## config.mk

```make
export PLATFORM = sky130hd
export DESIGN_NAME = mip_chain_layout_checker_top_flat
export DESIGN_NICKNAME = d
export VERILOG_FILES = /design/src/rtl/mclc_pkg.sv /design/src/rtl/mclc_if.sv /design/src/rtl/mclc_cfg_regs.sv /design/src/rtl/mip_chain_layout_checker_top.sv /design/src/flat_wrapper.sv
export SDC_FILE = /design/constraint.sdc
export NUM_CORES = 2
export LEC_CHECK = 0
export BUFFER_PORTS_ARGS = -buffer_cell sky130_fd_sc_hd__buf_2
export CAP_MARGIN = 5
export CORE_ASPECT_RATIO = 0.7
export CORE_MARGIN = 3
export CORE_UTILIZATION = 55
export DETAILED_ROUTE_END_ITERATION = 8
export PLACE_DENSITY = 0.76
export SETUP_SLACK_MARGIN = 0.3
export SLEW_MARGIN = 20
export SYNTH_ARGS = -nofsm -noshare
export SYNTH_HDL_FRONTEND = slang
export SYNTH_SLANG_ARGS = --single-unit
export TNS_END_PERCENT = 50
```

## constraint.sdc

```tcl
create_clock -name clk -period 14.2 [get_ports clk]
set_clock_uncertainty 0.1 [all_clocks]
set_input_delay 1.42 -clock clk [delete_from_list [all_inputs] [get_ports clk]]
set_output_delay 1.42 -clock clk [all_outputs]
set_load 0.01 [all_outputs]
```

## src/rtl/mclc_pkg.sv

```systemverilog
package mclc_pkg;

	// default chain limits
	localparam int MAX_LEVELS_DEF    = 32;
	localparam int MAX_DIM_DEF       = 65536;
	localparam int PAYLOAD_LIMIT_DEF = 1073741824;

	// config port
	localparam int ADDR_W = 4;
	localparam int DATA_W = 32;

	localparam logic [1:0] REG_BPT   = 2'd0;
	localparam logic [1:0] REG_BLOCK = 2'd1;
	localparam logic [1:0] REG_IS3D  = 2'd2;

	localparam logic [4:0] BPT_RST   = 5'd4;
	localparam logic [4:0] BLOCK_RST = 5'd0;
	localparam logic       IS3D_RST  = 1'b0;

	// status codes
	localparam logic [2:0] ST_OK     = 3'd0;
	localparam logic [2:0] ST_LEVELS = 3'd1;
	localparam logic [2:0] ST_DIM    = 3'd2;
	localparam logic [2:0] ST_HALVE  = 3'd3;
	localparam logic [2:0] ST_FORMAT = 3'd4;
	localparam logic [2:0] ST_LIMIT  = 3'd5;
	localparam logic [2:0] ST_RANGE  = 3'd6;
	localparam logic [2:0] ST_TOTAL  = 3'd7;

	typedef struct packed {
		logic [4:0] bpt;
		logic [4:0] block;
		logic       is_3d;
	} cfg_t;

	// halve, never below one
	function automatic logic [16:0] half_one(input logic [16:0] v);
		logic [16:0] h;
		h = {1'b0, v[16:1]};
		half_one = (h == 17'd0) ? 17'd1 : h;
	endfunction

	// 4x4 block count along one axis, at least one
	function automatic logic [15:0] blocks_of(input logic [16:0] v);
		logic [17:0] s;
		s = {1'b0, v} + 18'd3;
		blocks_of = (s[17:2] == 16'd0) ? 16'd1 : s[17:2];
	endfunction

endpackage

```

## src/rtl/mclc_if.sv

```systemverilog
interface mclc_level_if;
	logic        valid;
	logic        ready;
	logic [31:0] level_width;
	logic [31:0] level_height;
	logic [31:0] level_depth;
	logic [63:0] level_offset;
	logic [63:0] level_bytes;
	logic [63:0] level_row_pitch;
	logic [63:0] level_slice_pitch;
	logic [63:0] total_payload_bytes;
	logic        last_level;

	modport source(
		output valid, level_width, level_height, level_depth, level_offset,
			level_bytes, level_row_pitch, level_slice_pitch, total_payload_bytes,
			last_level,
		input ready
	);
	modport sink(
		input valid, level_width, level_height, level_depth, level_offset,
			level_bytes, level_row_pitch, level_slice_pitch, total_payload_bytes,
			last_level,
		output ready
	);
endinterface

interface mclc_result_if;
	logic        valid;
	logic        ready;
	logic [2:0]  status;
	logic [4:0]  level_index;
	logic [30:0] next_offset;
	logic        chain_done;

	modport source(output valid, status, level_index, next_offset, chain_done, input ready);
	modport sink(input valid, status, level_index, next_offset, chain_done, output ready);
endinterface

```

## src/rtl/mclc_cfg_regs.sv

```systemverilog
module mclc_cfg_regs (
	input  logic                        clk,
	input  logic                        arst_n,
	input  logic                        psel,
	input  logic                        penable,
	input  logic                        pwrite,
	input  logic [mclc_pkg::ADDR_W-1:0] paddr,
	input  logic [mclc_pkg::DATA_W-1:0] pwdata,
	output logic [mclc_pkg::DATA_W-1:0] prdata,
	output logic                        pready,
	output mclc_pkg::cfg_t              cfg
);

	logic [4:0] bpt_q;
	logic [4:0] block_q;
	logic       is3d_q;
	logic       wr_en;
	logic [1:0] reg_idx;

	assign pready  = 1'b1;
	assign wr_en   = psel & penable & pwrite & pready;
	assign reg_idx = paddr[3:2];

	always_ff @(posedge clk or negedge arst_n) begin
		if (!arst_n) begin
			bpt_q   <= mclc_pkg::BPT_RST;
			block_q <= mclc_pkg::BLOCK_RST;
			is3d_q  <= mclc_pkg::IS3D_RST;
		end else if (wr_en) begin
			case (reg_idx)
				mclc_pkg::REG_BPT:   bpt_q   <= pwdata[4:0];
				mclc_pkg::REG_BLOCK: block_q <= pwdata[4:0];
				mclc_pkg::REG_IS3D:  is3d_q  <= pwdata[0];
				default: ;
			endcase
		end
	end

	always_comb begin
		case (reg_idx)
			mclc_pkg::REG_BPT:   prdata = {27'd0, bpt_q};
			mclc_pkg::REG_BLOCK: prdata = {27'd0, block_q};
			mclc_pkg::REG_IS3D:  prdata = {31'd0, is3d_q};
			default:             prdata = '0;
		endcase
	end

	assign cfg.bpt   = bpt_q;
	assign cfg.block = block_q;
	assign cfg.is_3d = is3d_q;

endmodule

```

## src/rtl/mip_chain_layout_checker_top.sv

```systemverilog
// mip chain layout checker: takes one level descriptor per transfer on lvl and
// gives one status transfer on res. per level: take the descriptor, make three
// passes through a single shared 31x17 multiplier (row pitch, slice pitch,
// level size), then run the compares and load the result register once res
// has room. a new level is taken only after the last one is done. the result
// register lets the next descriptor in while the last result still waits. the
// first error in a chain sticks for the rest of it; all chain state clears
// after the level marked last. format registers (bytes per texel, bytes per
// 4x4 block, volume flag) sit on the apb port at byte addresses 0, 4 and 8.
// the user must write them only while no level is in flight; unenforced here.
module mip_chain_layout_checker_top #(
	parameter int MAX_LEVELS    = mclc_pkg::MAX_LEVELS_DEF,
	parameter int MAX_DIM       = mclc_pkg::MAX_DIM_DEF,
	parameter int PAYLOAD_LIMIT = mclc_pkg::PAYLOAD_LIMIT_DEF
) (
	input  logic                        clk,
	input  logic                        arst_n,
	input  logic                        psel,
	input  logic                        penable,
	input  logic                        pwrite,
	input  logic [mclc_pkg::ADDR_W-1:0] paddr,
	input  logic [mclc_pkg::DATA_W-1:0] pwdata,
	output logic [mclc_pkg::DATA_W-1:0] prdata,
	output logic                        pready,
	mclc_level_if.sink                  lvl,
	mclc_result_if.source               res
);

	// sequencer states
	localparam logic [2:0] S_IDLE  = 3'd0;
	localparam logic [2:0] S_ROW   = 3'd1;
	localparam logic [2:0] S_SLICE = 3'd2;
	localparam logic [2:0] S_SIZE  = 3'd3;
	localparam logic [2:0] S_DONE  = 3'd4;

	mclc_pkg::cfg_t cfg;

	mclc_cfg_regs u_cfg (
		.clk     (clk),
		.arst_n  (arst_n),
		.psel    (psel),
		.penable (penable),
		.pwrite  (pwrite),
		.paddr   (paddr),
		.pwdata  (pwdata),
		.prdata  (prdata),
		.pready  (pready),
		.cfg     (cfg)
	);

	logic [2:0]  state_q;

	// descriptor held for the whole level
	logic [31:0] w_q;
	logic [31:0] h_q;
	logic [31:0] d_q;
	logic [63:0] off_q;
	logic [63:0] bytes_q;
	logic [63:0] rowp_q;
	logic [63:0] slicep_q;
	logic [63:0] total_q;
	logic        last_q;

	// chain state
	logic [16:0] prev_w_q;
	logic [16:0] prev_h_q;
	logic [16:0] prev_d_q;
	logic [30:0] ro_q;
	logic [5:0]  count_q;
	logic [2:0]  err_q;

	// multiplier results, one per pass
	logic [20:0] row_q;
	logic [37:0] slice_q;
	logic [47:0] size_q;

	// result register
	logic        res_valid_q;
	logic [2:0]  status_q;
	logic [4:0]  index_q;
	logic [30:0] next_off_q;
	logic        done_q;

	logic        in_xfer;
	logic        out_free;
	logic        texel_fmt;
	logic [16:0] rows;
	logic [30:0] mul_a;
	logic [16:0] mul_b;
	logic [47:0] mul_p;

	logic        lv_fail;
	logic        dim_fail;
	logic        halve_fail;
	logic        fmt_fail;
	logic        slice_over;
	logic        size_over;
	logic        range_fail;
	logic [16:0] want_d;
	logic [31:0] ro_sum;
	logic [2:0]  lvl_st;
	logic [2:0]  err_lvl;
	logic [2:0]  err_fin;
	logic        upd;
	logic [30:0] ro_nx;

	assign lvl.ready = (state_q == S_IDLE);
	assign in_xfer   = lvl.valid & lvl.ready;
	assign out_free  = ~res_valid_q | res.ready;
	assign texel_fmt = (cfg.bpt != 5'd0);

	// rows of texels, or rows of blocks when compressed
	assign rows = texel_fmt ? h_q[16:0] : {1'b0, mclc_pkg::blocks_of(h_q[16:0])};

	// shared multiplier operand select
	always_comb begin
		case (state_q)
			S_ROW: begin
				if (texel_fmt) begin
					mul_a = {14'd0, w_q[16:0]};
					mul_b = {12'd0, cfg.bpt};
				end else begin
					mul_a = {15'd0, mclc_pkg::blocks_of(w_q[16:0])};
					mul_b = {12'd0, cfg.block};
				end
			end
			S_SLICE: begin
				mul_a = {10'd0, row_q};
				mul_b = rows;
			end
			S_SIZE: begin
				// slice above the limit fails before size matters
				mul_a = slice_q[30:0];
				mul_b = d_q[16:0];
			end
			default: begin
				mul_a = '0;
				mul_b = '0;
			end
		endcase
	end

	assign mul_p = {17'd0, mul_a} * {31'd0, mul_b};

	// level checks, in priority order
	always_comb begin
		lv_fail  = (count_q >= 6'(MAX_LEVELS));
		dim_fail = (w_q == 32'd0) || (h_q == 32'd0) || (d_q == 32'd0) ||
			(w_q > 32'(MAX_DIM)) || (h_q > 32'(MAX_DIM)) || (d_q > 32'(MAX_DIM)) ||
			(!cfg.is_3d && (d_q != 32'd1));
		want_d = cfg.is_3d ? mclc_pkg::half_one(prev_d_q) : 17'd1;
		halve_fail = (count_q != 6'd0) &&
			((w_q != {15'd0, mclc_pkg::half_one(prev_w_q)}) ||
			(h_q != {15'd0, mclc_pkg::half_one(prev_h_q)}) ||
			(d_q != {15'd0, want_d}));
		fmt_fail   = (cfg.bpt == 5'd0) && (cfg.block == 5'd0);
		slice_over = ({10'd0, slice_q} > 48'(PAYLOAD_LIMIT));
		size_over  = (size_q > 48'(PAYLOAD_LIMIT));
		// size is within the limit here, so the low 31 bits carry it
		ro_sum     = {1'b0, ro_q} + {1'b0, size_q[30:0]};
		range_fail = (off_q != {33'd0, ro_q}) || (bytes_q != {16'd0, size_q}) ||
			(rowp_q != {43'd0, row_q}) || (slicep_q != {26'd0, slice_q}) ||
			(ro_sum > 32'(PAYLOAD_LIMIT));

		if (lv_fail)         lvl_st = mclc_pkg::ST_LEVELS;
		else if (dim_fail)   lvl_st = mclc_pkg::ST_DIM;
		else if (halve_fail) lvl_st = mclc_pkg::ST_HALVE;
		else if (fmt_fail)   lvl_st = mclc_pkg::ST_FORMAT;
		else if (slice_over) lvl_st = mclc_pkg::ST_LIMIT;
		else if (size_over)  lvl_st = mclc_pkg::ST_LIMIT;
		else if (range_fail) lvl_st = mclc_pkg::ST_RANGE;
		else                 lvl_st = mclc_pkg::ST_OK;

		// a kept error skips the level entirely
		if (err_q != mclc_pkg::ST_OK) begin
			err_lvl = err_q;
			upd     = 1'b0;
		end else begin
			err_lvl = lvl_st;
			upd     = (lvl_st == mclc_pkg::ST_OK);
		end
		ro_nx = upd ? ro_sum[30:0] : ro_q;

		// closing total check on the last level
		err_fin = err_lvl;
		if (last_q && (err_lvl == mclc_pkg::ST_OK)) begin
			if (total_q > 64'(PAYLOAD_LIMIT))
				err_fin = mclc_pkg::ST_LIMIT;
			else if (total_q != {33'd0, ro_nx})
				err_fin = mclc_pkg::ST_TOTAL;
		end
	end

	// descriptor capture
	always_ff @(posedge clk) begin
		if (in_xfer) begin
			w_q      <= lvl.level_width;
			h_q      <= lvl.level_height;
			d_q      <= lvl.level_depth;
			off_q    <= lvl.level_offset;
			bytes_q  <= lvl.level_bytes;
			rowp_q   <= lvl.level_row_pitch;
			slicep_q <= lvl.level_slice_pitch;
			total_q  <= lvl.total_payload_bytes;
			last_q   <= lvl.last_level;
		end
	end

	// multiplier passes
	always_ff @(posedge clk) begin
		case (state_q)
			S_ROW:   row_q   <= mul_p[20:0];
			S_SLICE: slice_q <= mul_p[37:0];
			S_SIZE:  size_q  <= mul_p;
			default: ;
		endcase
	end

	// sequencer and chain state
	always_ff @(posedge clk or negedge arst_n) begin
		if (!arst_n) begin
			state_q  <= S_IDLE;
			prev_w_q <= '0;
			prev_h_q <= '0;
			prev_d_q <= '0;
			ro_q     <= '0;
			count_q  <= '0;
			err_q    <= mclc_pkg::ST_OK;
		end else begin
			case (state_q)
				S_IDLE:  if (in_xfer) state_q <= S_ROW;
				S_ROW:   state_q <= S_SLICE;
				S_SLICE: state_q <= S_SIZE;
				S_SIZE:  state_q <= S_DONE;
				S_DONE: begin
					if (out_free) begin
						state_q <= S_IDLE;
						if (last_q) begin
							// chain closes
							prev_w_q <= '0;
							prev_h_q <= '0;
							prev_d_q <= '0;
							ro_q     <= '0;
							count_q  <= '0;
							err_q    <= mclc_pkg::ST_OK;
						end else begin
							err_q <= err_fin;
							ro_q  <= ro_nx;
							if (upd) begin
								prev_w_q <= w_q[16:0];
								prev_h_q <= h_q[16:0];
								prev_d_q <= d_q[16:0];
							end
							if (count_q != 6'h3F)
								count_q <= count_q + 6'd1;
						end
					end
				end
				default: state_q <= S_IDLE;
			endcase
		end
	end

	// result register
	always_ff @(posedge clk or negedge arst_n) begin
		if (!arst_n) begin
			res_valid_q <= 1'b0;
		end else if ((state_q == S_DONE) && out_free) begin
			res_valid_q <= 1'b1;
		end else if (res.ready) begin
			res_valid_q <= 1'b0;
		end
	end

	always_ff @(posedge clk) begin
		if ((state_q == S_DONE) && out_free) begin
			status_q   <= err_fin;
			index_q    <= count_q[4:0];
			next_off_q <= ro_nx;
			done_q     <= last_q;
		end
	end

	assign res.valid       = res_valid_q;
	assign res.status      = status_q;
	assign res.level_index = index_q;
	assign res.next_offset = next_off_q;
	assign res.chain_done  = done_q;

endmodule
```

## src/flat_wrapper.sv

```systemverilog
// flat-port wrapper written by rule: the top's interface ports become plain ports
module mip_chain_layout_checker_top_flat 
#(
	parameter int MAX_LEVELS    = mclc_pkg::MAX_LEVELS_DEF,
	parameter int MAX_DIM       = mclc_pkg::MAX_DIM_DEF,
	parameter int PAYLOAD_LIMIT = mclc_pkg::PAYLOAD_LIMIT_DEF
)
  (clk, arst_n, psel, penable, pwrite, paddr, pwdata, prdata, pready, lvl_valid, lvl_level_width, lvl_level_height, lvl_level_depth, lvl_level_offset, lvl_level_bytes, lvl_level_row_pitch, lvl_level_slice_pitch, lvl_total_payload_bytes, lvl_last_level, lvl_ready, res_valid, res_status, res_level_index, res_next_offset, res_chain_done, res_ready);
  mclc_level_if lvl_i ();
  mclc_result_if res_i ();
  input  logic clk;
  input  logic arst_n;
  input  logic psel;
  input  logic penable;
  input  logic pwrite;
  input  logic [mclc_pkg::ADDR_W-1:0] paddr;
  input  logic [mclc_pkg::DATA_W-1:0] pwdata;
  output logic [mclc_pkg::DATA_W-1:0] prdata;
  output logic pready;
  input wire logic [$bits(lvl_i.valid)-1:0] lvl_valid;
  input wire logic [$bits(lvl_i.level_width)-1:0] lvl_level_width;
  input wire logic [$bits(lvl_i.level_height)-1:0] lvl_level_height;
  input wire logic [$bits(lvl_i.level_depth)-1:0] lvl_level_depth;
  input wire logic [$bits(lvl_i.level_offset)-1:0] lvl_level_offset;
  input wire logic [$bits(lvl_i.level_bytes)-1:0] lvl_level_bytes;
  input wire logic [$bits(lvl_i.level_row_pitch)-1:0] lvl_level_row_pitch;
  input wire logic [$bits(lvl_i.level_slice_pitch)-1:0] lvl_level_slice_pitch;
  input wire logic [$bits(lvl_i.total_payload_bytes)-1:0] lvl_total_payload_bytes;
  input wire logic [$bits(lvl_i.last_level)-1:0] lvl_last_level;
  output wire logic [$bits(lvl_i.ready)-1:0] lvl_ready;
  output wire logic [$bits(res_i.valid)-1:0] res_valid;
  output wire logic [$bits(res_i.status)-1:0] res_status;
  output wire logic [$bits(res_i.level_index)-1:0] res_level_index;
  output wire logic [$bits(res_i.next_offset)-1:0] res_next_offset;
  output wire logic [$bits(res_i.chain_done)-1:0] res_chain_done;
  input wire logic [$bits(res_i.ready)-1:0] res_ready;
  assign lvl_i.valid = lvl_valid;
  assign lvl_i.level_width = lvl_level_width;
  assign lvl_i.level_height = lvl_level_height;
  assign lvl_i.level_depth = lvl_level_depth;
  assign lvl_i.level_offset = lvl_level_offset;
  assign lvl_i.level_bytes = lvl_level_bytes;
  assign lvl_i.level_row_pitch = lvl_level_row_pitch;
  assign lvl_i.level_slice_pitch = lvl_level_slice_pitch;
  assign lvl_i.total_payload_bytes = lvl_total_payload_bytes;
  assign lvl_i.last_level = lvl_last_level;
  assign lvl_ready = lvl_i.ready;
  assign res_valid = res_i.valid;
  assign res_status = res_i.status;
  assign res_level_index = res_i.level_index;
  assign res_next_offset = res_i.next_offset;
  assign res_chain_done = res_i.chain_done;
  assign res_i.ready = res_ready;
  mip_chain_layout_checker_top #(.MAX_LEVELS(MAX_LEVELS), .MAX_DIM(MAX_DIM), .PAYLOAD_LIMIT(PAYLOAD_LIMIT)) u_core (.clk(clk), .arst_n(arst_n), .psel(psel), .penable(penable), .pwrite(pwrite), .paddr(paddr), .pwdata(pwdata), .prdata(prdata), .pready(pready), .lvl(lvl_i), .res(res_i));
endmodule
```

==> reports/qor.csv <==
metric,value,unit
wl_per_cell,26.9,um
mostFrequentLayoutCell,inv_1,
criticalPathCategory,register to register,
place_area,48900,sq um
syn-mean-instance-area,11.0,sq um
routed-via-count,34900,
root_buffer,clkbuf_16,
synthArstFlopShare,0.154,
cts_max_level,2,
min_period,11220,ps
pwr-share-clk,0.139,
r2r_start,u_core.w_q[1],
start_kind,register,
drc,0,
clk_path_buf_depth,3,
pwr-share-seq,0.302,
rsz0062_at_grt,false,
slowest_stage,nor4b_1,
fp.dieW,350,um
numCtsBuffers,58,
slew_violations,0,
final_cell_mix,"601 x inv_1, 564 x edfxtp_1, 476 x buf_2, 458 x nand2_1, 435 x fa_1",
r2r-end,u_core.size_q[44],
combPwrFrac,0.559,
postCtsSetupBuffers,0,
setup_violations,0,
endpoint,u_core.size_q[44],
setup_tns,0,ps
multi_input_area,23000,sq um
crit_path_start,u_core.w_q[1],
ant_nets,0,
reg2reg_slack,2980,ps
cp_data_arrival_time,11500,ps
grt_max_degree,184,
routabilityCongestion,1.01,
fin_util,0.628,
hold-worst-slack,405,ps
io_pins,535,
regArea,19500,sq um
path_clk_slew,70,ps
tightestPinTransition,1220,ps
die_area,86200,sq um
powerDensity,238,nW/um^2
swShare,0.490,
netlist_area,45500,sq um
max-vdd-ir-drop,225,uV
synthCells,4119,
yosys_most_used_dff,edfxtp_1,
grt_pass1_wl,222000,um
yosysWarnings,0,
grt_pass1_vias,33800,
power.internal,6.18,mW
relSlewSlack,0.172,
fmax,89.1,MHz
via_per_inst,6.14,
antenna_found_initial,17,
cp-end-kind,register,
cp.required,14480,ps
clk_latency,660,ps
core,81200,sq um
clock_sinks,667,
num-fill-cells,6493,
fin_nets,5589,
start_util,0.560,
die_h,247,um
num_rows,87,
post_cts_resized,0,
track_usage,0.353,
ctsHoldBuffers,0,
status,completed,
period_share,0.790,
dr.first_iter.drc_count,4466,
cap_violations,0,
hpwl,120000,um
synth-seq-cells,667,
cp_common_cell,fa_1,
port_buffers,477,
cts_tree,yes,
reg2reg_depth,35,
power.switching,5.95,mW
postLayoutCellArea,51000,sq um
ys_types,90,
hp-class,register to register,
slowest_delay,1030,ps
wirelength,152000,um
crit_path_max_fanout,7,
hold_viol_final,0,
grt-ovfl-total,0,
p_leak,21.7,nW
synth_edf_count,564,
drt-pass1-iter-count,6,
area_delta_synth_final,12.2,%
ys_seq_area_frac,0.429,
drive_above_1_share,0.151,
==> through the flow <==
| stage | setup WS [ps] | total power [mW] | std cells |
|---|---|---|---|
| finish | 2980 | 12.1 | 5675 |
| global route | 2590 | 12.8 | 5668 |
| CTS | 3370 | 11.9 | 5656 |
| detailed placement | 3440 | 10.2 | 5547 |
| global placement | 3480 | 10.1 | 5547 |
| floorplan | 2470 | 7.74 | 4145 |
==> worst max-delay path: cells and delay by family (launching register included) <==
kind / cells / cell delay (ps)
buf+inv: 2 / 290
flops: 1 / 460
compound gates: 13 / 3090
fa+ha+maj: 7 / 3410
xor+xnor: 1 / 100
simple gates: 12 / 3480
==> power groups by stage <==
stage	clock [mW]	sequential (mW)	combinational (mW)
after global placement	0	3.65	6.41
after detailed placement	0	3.65	6.51
final	1.69	3.67	6.77
after global routing	1.78	3.67	7.31
after CTS	1.70	3.62	6.58
after floorplan	0	3.46	4.28
==> sequential cells by signal, summed over array words and instances, names as in the netlist, 6 cells and up <==
| signal | count |
|---|---|
| u_core.bytes_q | 64 |
| u_core.off_q | 64 |
| u_core.w_q | 32 |
| u_core.d_q | 32 |
| u_core.size_q | 48 |
| u_core.slice_q | 38 |
| u_core.row_q | 21 |
| u_core.prev_w_q | 16 |
| u_core.ro_q | 31 |
| u_core.h_q | 32 |
| u_core.prev_h_q | 16 |
| u_core.total_q | 64 |
| u_core.rowp_q | 64 |
| u_core.prev_d_q | 16 |
| u_core.count_q | 6 |
| u_core.slicep_q | 64 |
| u_core.res.next_offset | 31 |
==> synthesized netlist by cell type, types with 7 or more instances <==
| cell type | number | share of area |
|---|---|---|
| or4_1 | 7 | 0.0012 |
| o21a_1 | 11 | 0.0018 |
| nand2_1 | 458 | 0.038 |
| a21oi_1 | 100 | 0.011 |
| nand3_1 | 57 | 0.0063 |
| o2111ai_1 | 12 | 0.0023 |
| xor2_1 | 90 | 0.017 |
| o221ai_1 | 10 | 0.0019 |
| o22ai_1 | 29 | 0.0040 |
| inv_1 | 602 | 0.050 |
| a22oi_1 | 17 | 0.0028 |
| fa_1 | 435 | 0.19 |
| mux2_2 | 27 | 0.0067 |
| or2_2 | 10 | 0.0014 |
| edfxtp_1 | 564 | 0.37 |
| a21o_1 | 42 | 0.0069 |
| ha_1 | 155 | 0.043 |
| xnor2_1 | 125 | 0.024 |
| a211oi_1 | 8 | 0.0013 |
| and3_1 | 18 | 0.0025 |
| mux2i_1 | 22 | 0.0048 |
| nor3_1 | 44 | 0.0048 |
| dfrtp_1 | 102 | 0.056 |
| o21ai_0 | 124 | 0.014 |
| o211ai_1 | 18 | 0.0030 |
| a22o_1 | 68 | 0.013 |
| a2111o_1 | 11 | 0.0027 |
| a31oi_1 | 13 | 0.0018 |
| buf_4 | 28 | 0.0046 |
| o21bai_1 | 13 | 0.0021 |
| clkbuf_1 | 153 | 0.013 |
| nand4_1 | 57 | 0.0078 |
| nor4_1 | 122 | 0.017 |
| nand2b_1 | 70 | 0.0096 |
| a2111oi_0 | 10 | 0.0019 |
| and2_1 | 51 | 0.0070 |
| nor2b_1 | 48 | 0.0066 |
| nand3b_1 | 7 | 0.0012 |
| a21boi_0 | 7 | 0.0012 |
| nor2_1 | 255 | 0.021 |
| buf_1 | 9 | 0.00074 |
| buf_2 | 9 | 0.00099 |
==> per-layer routing <==
metal,up-vias,part of all wire,track usage
met5,-,0.00047,0
met4,10,0.023,0.0766
met3,257,0.16,0.136
met2,2523,0.42,0.508
met1,17300,0.39,0.510
li1,14800,-,-
==> worst min path at each step <==
| stage | from | end | slack (ps) | cells after the start |
|---|---|---|---|---|
| 5_1_grt | u_core.count_q[4] | u_core.res.level_index[4] | 440 | 0 |
| 4_1_cts | u_core.count_q[4] | u_core.res.level_index[4] | 400 | 0 |
| 3_3_place_gp | u_core.count_q[4] | u_core.res.level_index[4] | 390 | 0 |
| 6_report | u_core.count_q[4] | u_core.res.level_index[4] | 410 | 0 |
| 2_1_floorplan | u_core.last_q | u_core.res.chain_done | 320 | 0 |
| 3_5_place_dp | u_core.count_q[4] | u_core.res.level_index[4] | 390 | 0 |
==> cell type report <==
class                      instances  area share
clock inverter                    46      0.0107
clock buffer                      63      0.0288
sequential                       667       0.383
timing repair buffer             535      0.0556
tap                             1068      0.0262
antenna                           19    0.000932
multi-input combinational       2674       0.451
inverter                         603      0.0444
==> cells by family (layout without fill, tap and decap cells) <==
family,count (synthesis),count (layout),synth area share
compound gates,561,561,0.0853
buf+inv,804,1247,0.0691
xor+xnor,215,215,0.0414
flops,667,667,0.429
simple gates,1231,1231,0.129
fa+ha+maj,590,590,0.234
mux,49,49,0.0115
other cells,2,47,0.000165
Note: power is estimated with default switching activity, not from simulation.
